--- config.mk ---
export PLATFORM = sky130hd
export DESIGN_NAME = track_sector_to_block_address
export DESIGN_NICKNAME = d
export VERILOG_FILES = /design/src/tsba_pkg.sv /design/src/track_sector_to_block_address.sv
export VERILOG_INCLUDE_DIRS = /design/src /design/src/src
export SDC_FILE = /design/constraint.sdc
export NUM_CORES = 1
export LEC_CHECK = 0
export ABC_AREA = 1
export BUFFER_PORTS_ARGS = -buffer_cell sky130_fd_sc_hd__buf_2
export CORE_ASPECT_RATIO = 0.7
export CORE_MARGIN = 2
export CORE_UTILIZATION = 30
export CTS_BUF_LIST = sky130_fd_sc_hd__clkbuf_8 sky130_fd_sc_hd__clkbuf_16
export DETAILED_ROUTE_END_ITERATION = 6
export PLACE_DENSITY = 0.43
export SLEW_MARGIN = 40
export SYNTH_ARGS = -nofsm -noshare
export SYNTH_HDL_FRONTEND = slang
export SYNTH_SLANG_ARGS = --single-unit
export TNS_END_PERCENT = 50
--- constraint.sdc ---
create_clock -name clk_i -period 9.15 [get_ports clk_i]
set_input_delay 0.915 -clock clk_i [delete_from_list [all_inputs] [get_ports clk_i]]
set_output_delay 0.915 -clock clk_i [all_outputs]
set_load 0.1 [all_outputs]
--- src/track_sector_to_block_address_defines.svh ---
// Assertion macros shared by the track and sector address mapper.
`ifndef TRACK_SECTOR_TO_BLOCK_ADDRESS_DEFINES_SVH
`define TRACK_SECTOR_TO_BLOCK_ADDRESS_DEFINES_SVH

// Checked only while reset is released.
`define TSBA_ASSERT(lbl, prop, msg) \
  lbl: assert property (@(posedge clk_i) disable iff (!rst_ni) prop) else $error(msg);

// Checked at every clock edge, reset included.
`define TSBA_ASSERT_ALWAYS(lbl, prop, msg) \
  lbl: assert property (@(posedge clk_i) prop) else $error(msg);

`endif

--- src/tsba_pkg.sv ---
// Package with widths, format codes and zone layout functions of the address mapper.
package tsba_pkg;

  localparam int unsigned TrackW  = 8;
  localparam int unsigned SectorW = 8;
  localparam int unsigned BlockW  = 13;
  localparam int unsigned OffsetW = 21;
  localparam int unsigned CountW  = 8;
  localparam int unsigned SptW    = 6;
  localparam int unsigned FmtW    = 3;
  localparam int unsigned InDataW  = 16;
  localparam int unsigned OutDataW = 48;

  localparam logic [FmtW-1:0] FmtNone  = 3'd0;
  localparam logic [FmtW-1:0] FmtD64S  = 3'd1;
  localparam logic [FmtW-1:0] FmtD64L  = 3'd2;
  localparam logic [FmtW-1:0] FmtD64X  = 3'd3;
  localparam logic [FmtW-1:0] FmtD71   = 3'd4;
  localparam logic [FmtW-1:0] FmtD81   = 3'd5;
  localparam logic [FmtW-1:0] FmtD80   = 3'd6;
  localparam logic [FmtW-1:0] FmtD82   = 3'd7;

  localparam logic [BlockW-1:0] Side35Blocks = 13'd683;
  localparam logic [BlockW-1:0] Side77Blocks = 13'd2083;

  typedef struct packed {
    logic [SptW-1:0]   spt;
    logic [BlockW-1:0] base;
  } zone_t;

  // Zoned layout of one 35 track side.
  function automatic zone_t zone35(input logic [TrackW-1:0] t);
    zone_t             z;
    logic [BlockW-1:0] tw;
    tw = {{(BlockW-TrackW){1'b0}}, t};
    if (t < 8'd18) begin
      z.spt  = 6'd21;
      z.base = BlockW'((tw - 13'd1) * 13'd21);
    end else if (t < 8'd25) begin
      z.spt  = 6'd19;
      z.base = BlockW'((tw - 13'd18) * 13'd19 + 13'd357);
    end else if (t < 8'd31) begin
      z.spt  = 6'd18;
      z.base = BlockW'((tw - 13'd25) * 13'd18 + 13'd490);
    end else begin
      z.spt  = 6'd17;
      z.base = BlockW'((tw - 13'd31) * 13'd17 + 13'd598);
    end
    return z;
  endfunction

  // Zoned layout of one 77 track side.
  function automatic zone_t zone77(input logic [TrackW-1:0] t);
    zone_t             z;
    logic [BlockW-1:0] tw;
    tw = {{(BlockW-TrackW){1'b0}}, t};
    if (t < 8'd40) begin
      z.spt  = 6'd29;
      z.base = BlockW'((tw - 13'd1) * 13'd29);
    end else if (t < 8'd54) begin
      z.spt  = 6'd27;
      z.base = BlockW'((tw - 13'd40) * 13'd27 + 13'd1131);
    end else if (t < 8'd65) begin
      z.spt  = 6'd25;
      z.base = BlockW'((tw - 13'd54) * 13'd25 + 13'd1509);
    end else begin
      z.spt  = 6'd23;
      z.base = BlockW'((tw - 13'd65) * 13'd23 + 13'd1784);
    end
    return z;
  endfunction

endpackage

--- src/track_sector_to_block_address.sv ---
// Top level: maps a disk image track and sector to a block index and byte offset.
//
//   Channel   Dir  Payload
//   s_axis    in   tdata: track_number, sector_number
//   m_axis    out  tdata: block_index, byte_offset, track_count, sectors_in_track;
//                  tuser: address_valid
//   cfg       in   image_format, one register
//
// Each word passes through the input register, then the result register. With the
// output taking words freely, one word is accepted every cycle. The zone lookup
// with its constant multiply sits between the two registers. Reset clears both
// valid flags and sets the format to none. A stalled output holds its word; the
// input register still takes a word while it is empty.
module track_sector_to_block_address (
  input  logic                          clk_i,
  input  logic                          rst_ni,
  input  logic                          cfg_we_i,
  input  logic [tsba_pkg::FmtW-1:0]     cfg_wdata_i,
  input  logic                          s_axis_tvalid,
  output logic                          s_axis_tready,
  // [7:0] track_number, [15:8] sector_number
  input  logic [tsba_pkg::InDataW-1:0]  s_axis_tdata,
  output logic                          m_axis_tvalid,
  input  logic                          m_axis_tready,
  // [12:0] block_index, [33:13] byte_offset, [41:34] track_count,
  // [47:42] sectors_in_track
  output logic [tsba_pkg::OutDataW-1:0] m_axis_tdata,
  // [0] address_valid
  output logic                          m_axis_tuser
);

  `include "track_sector_to_block_address_defines.svh"

  logic [tsba_pkg::FmtW-1:0]    fmt_q;
  logic                         s1_valid_q;
  logic [tsba_pkg::TrackW-1:0]  track_q;
  logic [tsba_pkg::SectorW-1:0] sector_q;
  logic                         out_valid_q;
  logic [tsba_pkg::BlockW-1:0]  block_q,  block_d;
  logic                         addr_ok_q, addr_ok_d;
  logic [tsba_pkg::CountW-1:0]  count_q,  count_d;
  logic [tsba_pkg::SptW-1:0]    spt_q,    spt_d;

  logic                         out_adv;
  logic                         in_adv;
  logic [tsba_pkg::TrackW-1:0]  t_side;
  logic [tsba_pkg::BlockW-1:0]  side_off;
  logic                         use77;
  logic                         uniform;
  logic                         in_range;
  tsba_pkg::zone_t              z35, z77, zsel;

  assign out_adv       = !out_valid_q || m_axis_tready;
  assign in_adv        = !s1_valid_q || out_adv;
  assign s_axis_tready = in_adv;

  always_ff @(posedge clk_i or negedge rst_ni) begin
    if (!rst_ni) begin
      fmt_q <= tsba_pkg::FmtNone;
    end else if (cfg_we_i) begin
      fmt_q <= cfg_wdata_i;
    end
  end

  always_ff @(posedge clk_i or negedge rst_ni) begin
    if (!rst_ni) begin
      s1_valid_q  <= 1'b0;
      out_valid_q <= 1'b0;
    end else begin
      if (in_adv) begin
        s1_valid_q <= s_axis_tvalid;
      end
      if (out_adv) begin
        out_valid_q <= s1_valid_q;
      end
    end
  end

  always_ff @(posedge clk_i) begin
    if (in_adv && s_axis_tvalid) begin
      track_q  <= s_axis_tdata[7:0];
      sector_q <= s_axis_tdata[15:8];
    end
    if (out_adv && s1_valid_q) begin
      block_q   <= block_d;
      addr_ok_q <= addr_ok_d;
      count_q   <= count_d;
      spt_q     <= spt_d;
    end
  end

  always_comb begin
    count_d  = 8'd0;
    t_side   = track_q;
    side_off = '0;
    use77    = 1'b0;
    uniform  = 1'b0;
    case (fmt_q)
      tsba_pkg::FmtD64S: count_d = 8'd35;
      tsba_pkg::FmtD64L: count_d = 8'd40;
      tsba_pkg::FmtD64X: count_d = 8'd42;
      tsba_pkg::FmtD71: begin
        count_d = 8'd70;
        if (track_q > 8'd35) begin
          t_side   = track_q - 8'd35;
          side_off = tsba_pkg::Side35Blocks;
        end
      end
      tsba_pkg::FmtD81: begin
        count_d = 8'd80;
        uniform = 1'b1;
      end
      tsba_pkg::FmtD80: begin
        count_d = 8'd77;
        use77   = 1'b1;
      end
      tsba_pkg::FmtD82: begin
        count_d = 8'd154;
        use77   = 1'b1;
        if (track_q > 8'd77) begin
          t_side   = track_q - 8'd77;
          side_off = tsba_pkg::Side77Blocks;
        end
      end
      default: count_d = 8'd0;
    endcase

    z35 = tsba_pkg::zone35(t_side);
    z77 = tsba_pkg::zone77(t_side);
    if (uniform) begin
      zsel.spt  = 6'd40;
      zsel.base = tsba_pkg::BlockW'(({5'd0, track_q} - 13'd1) * 13'd40);
    end else if (use77) begin
      zsel = z77;
    end else begin
      zsel = z35;
    end

    in_range  = (track_q != 8'd0) && (track_q <= count_d);
    addr_ok_d = in_range && (sector_q < {2'b00, zsel.spt});
    spt_d     = in_range ? zsel.spt : '0;
    block_d   = addr_ok_d ? (zsel.base + side_off + {5'd0, sector_q}) : '0;
  end

  assign m_axis_tvalid = out_valid_q;
  assign m_axis_tuser  = addr_ok_q;
  assign m_axis_tdata  = {spt_q, count_q, block_q, 8'd0, block_q};

  `TSBA_ASSERT(a_invalid_zero, out_valid_q && !addr_ok_q |-> block_q == '0, "invalid word carries a nonzero block")
  `TSBA_ASSERT(a_valid_geometry, out_valid_q && addr_ok_q |-> spt_q != '0 && count_q != '0, "valid word with empty geometry")
  `TSBA_ASSERT(a_spt_bound, out_valid_q |-> spt_q <= 6'd40, "sector count beyond forty")
  `TSBA_ASSERT(a_stage_hold, s1_valid_q && out_valid_q && !m_axis_tready |=> s1_valid_q, "input stage lost a word during a stall")
  `TSBA_ASSERT_ALWAYS(a_reset_empty, !rst_ni |=> !out_valid_q && !s1_valid_q, "pipeline not empty in reset")

endmodule

==> impl_metrics.env <==
export IMPL_setup_viol_count_final=0
export IMPL_cts_made_buffers=5
export IMPL_drive_above_1_share=0.117
export IMPL_grt_pass1_vias=9733
export IMPL_fin_skew_ns=0.00779
export IMPL_critPathArrivalTime_ns=8.56
export IMPL_path_common_cell="nand2_1"
export IMPL_num_antenna_cells=0
export IMPL_critPathMaxFanout=14
export IMPL_setup_tns_ns=0
export IMPL_cp_buffers_inverters=5
export IMPL_synth_largest_area_cell="ha_1"
export IMPL_synth_area_leaders="ha_1, fa_1, edfxtp_1"
export IMPL_cp_required_ns=9.22
export IMPL_cp_start_kind="flip-flop"
export IMPL_syn_inst=1578
export IMPL_multiInputGateArea_um2=9210
export IMPL_nNetsFinal=1974
export IMPL_port_buffer_count=66
export IMPL_die_h_um=172
export IMPL_async_flop_share=0.102
export IMPL_ys_warn_count=0
export IMPL_cp_end_kind="flip-flop"
export IMPL_fillCellCount=4336
export IMPL_die_area_um2=42200
export IMPL_drc_errors=0
export IMPL_core_area_um2=39800
export IMPL_synthTopCellsByCount="inv_1, nand2_1, ha_1, a21oi_1, fa_1"
export IMPL_track_usage=0.184
export IMPL_via_per_inst=4.71
export IMPL_ys_seq_area_frac=0.119
export IMPL_synth_most_common_cell="inv_1"
export IMPL_wl_per_cell_um=17.7
export IMPL_synth_cell_area_um2=12200
export IMPL_cts_buffer_depth=2
export IMPL_yosysTopAreaCellShare=0.233
export IMPL_grt_max_degree=20
export IMPL_cts_tree="yes"
export IMPL_reg2reg_from="track_q[0]$_DFFE_PP_"
export IMPL_worst_setup_path_type="flip-flop to flip-flop"
export IMPL_antenna_left=0
export IMPL_area_growth_pct=9.06
export IMPL_layout_cells_non_filler=2174
export IMPL_regArea_um2=1450
export IMPL_synth_area_per_cell_um2=7.70
export IMPL_pin_count=75
export IMPL_synth_edf_count=44
export IMPL_clk_latency_ns=0.31
export IMPL_vias=10200
export IMPL_firstDrtPassIters=5
export IMPL_worstHoldPathType="input pin to asynchronous set/reset pin"
export IMPL_max_cap_viol_count=0
export IMPL_slowest_stage="fa_1"
export IMPL_cts_sinks=49
export IMPL_rsz0062_at_grt="no"
export IMPL_path_depth=44
export IMPL_r2r_end="block_q[12]$_SDFFCE_PN0P_"
export IMPL_grt_pass1_wl_um=59200
export IMPL_cp_top_family="adder cells"
export IMPL_synthFlopType="edfxtp_1"
export IMPL_worstMarginPinSlew_ns=0.967
export IMPL_post_route_period_util=0.929
export IMPL_drt_iter0_drc=720
export IMPL_hpwl_um=33300
export IMPL_ys_types=59
export IMPL_dp_cells=2165
export IMPL_gp_congestion=0.892
export IMPL_maxSlewHeadroom=0.349
export IMPL_fmaxAchievable_mhz=118
export IMPL_cts_root_buf="clkbuf_16"
export IMPL_gr_total_overflow=0
export IMPL_clkTransAtPathRegs_ns=0.07
export IMPL_num_rows=61
export IMPL_die_x_um=245
export IMPL_status="complete, no violations"
export IMPL_max_stage_delay_ns=0.49
export IMPL_slew_viol_final=0
export IMPL_finalHoldViolations=0
export IMPL_totalWireLength_um=38400
export IMPL_h_tree_depth=2
export IMPL_antenna_found_initial=0
export IMPL_r2r_slack_ns=0.65
export IMPL_initial_core_util=0.305
export IMPL_ff2ff_path_depth=44
export IMPL_timing_final_crit_period_ns=8.50
export IMPL_synth_ff_latch_count=49
## sequential cells by signal, summed over array words and instances (netlist names)
signal,count
block_q,13
count_q,8
fmt_q,3
m_axis_tuser,1
m_axis_tvalid,1
s1_valid_q,1
sector_q,8
spt_q,6
track_q,8
## through the flow
| step | setup WS, ns | area [µm²] | util | hold WS, ns |
|---|---|---|---|---|
| floorplan | 1.22 | 12200 | - | 0.447 |
| finish | 0.652 | 13300 | 0.333 | 0.419 |
| detailed placement | 0.619 | 13100 | 0.328 | 0.503 |
| global route | 0.0521 | 13300 | 0.333 | 0.414 |
| global placement | 0.370 | 13100 | 0.328 | 0.489 |
| CTS | 0.590 | 13200 | 0.332 | 0.416 |
## cells by family after synthesis
group / synth area share
AND/OR/NAND/NOR: 0.186
buffers and inverters: 0.128
adder cells (fa/ha/maj): 0.374
AO/OA/AOI/OAI: 0.124
XOR/XNOR: 0.0677
flip-flops: 0.119
multiplexers: 0.00165
other: 0.000309
## worst max-delay path by stage
| stage | from | to |
|---|---|---|
| after detailed placement | track_q[0]$_DFFE_PP_ | block_q[12]$_SDFFCE_PN0P_ |
| after floorplan | track_q[0]$_DFFE_PP_ | block_q[12]$_SDFFCE_PN0P_ |
| after CTS | track_q[0]$_DFFE_PP_ | block_q[12]$_SDFFCE_PN0P_ |
| after global placement | track_q[1]$_DFFE_PP_ | block_q[12]$_SDFFCE_PN0P_ |
| final | track_q[0]$_DFFE_PP_ | block_q[12]$_SDFFCE_PN0P_ |
| after global routing | track_q[0]$_DFFE_PP_ | block_q[12]$_SDFFCE_PN0P_ |
## worst register-to-register path: cells and delay by family (launching register included)
kind                       cells  cell delay, ns
AOI/OAI and AO/OA              9            1.56
xor gates and xnor gates       1            0.20
adders and majority gates      8            3.29
buffers and inverters          5            0.40
DFF                            1            0.47
and+or+nand+nor               21            2.35
## metal layers
layer | global-route usage | part of all wire
met1 | 0.311 | 0.57
met2 | 0.235 | 0.35
met3 | 0.0438 | 0.077
met4 | 0.00451 | 0.00065
met5 | 0 | 0
## layout by cell type (no fill, tap or decap), types with 6 or more instances in the layout
master	Yosys	routed
conb_1	1	8
nor2_4	8	8
nand3b_1	6	6
ha_1	226	226
xnor2_1	27	27
inv_2	15	15
nand2_1	237	236
o211ai_1	12	12
fa_1	86	86
nand4_1	17	17
nand3_2	7	7
nand3_1	70	70
a31oi_1	7	7
o21ai_0	73	73
xor2_1	67	67
edfxtp_1	44	44
nand2_2	20	21
or2_2	11	11
nor2_2	7	7
inv_1	316	316
a21oi_1	99	98
o21bai_1	10	10
a21o_1	6	6
buf_2	5	66
buf_4	27	20
nor2_1	84	84
## repair_timing
item	CTS	global route
endpoints found under the setup margin	0	1
setup buffers	0	1
hold buffers	0	0
resized for setup	0	2
## final cells by class
class,instances,area share
timing repair buffer,87,0.0374
sequential,49,0.109
clock inverter,3,0.00160
multi-input combinational,1155,0.695
clock buffer,5,0.00944
inverter,340,0.0970
tap,535,0.0505
Power is left out: the tool's default activity adds up to more than one toggle a clock period on the data nets, which glitch-free logic cannot reach.
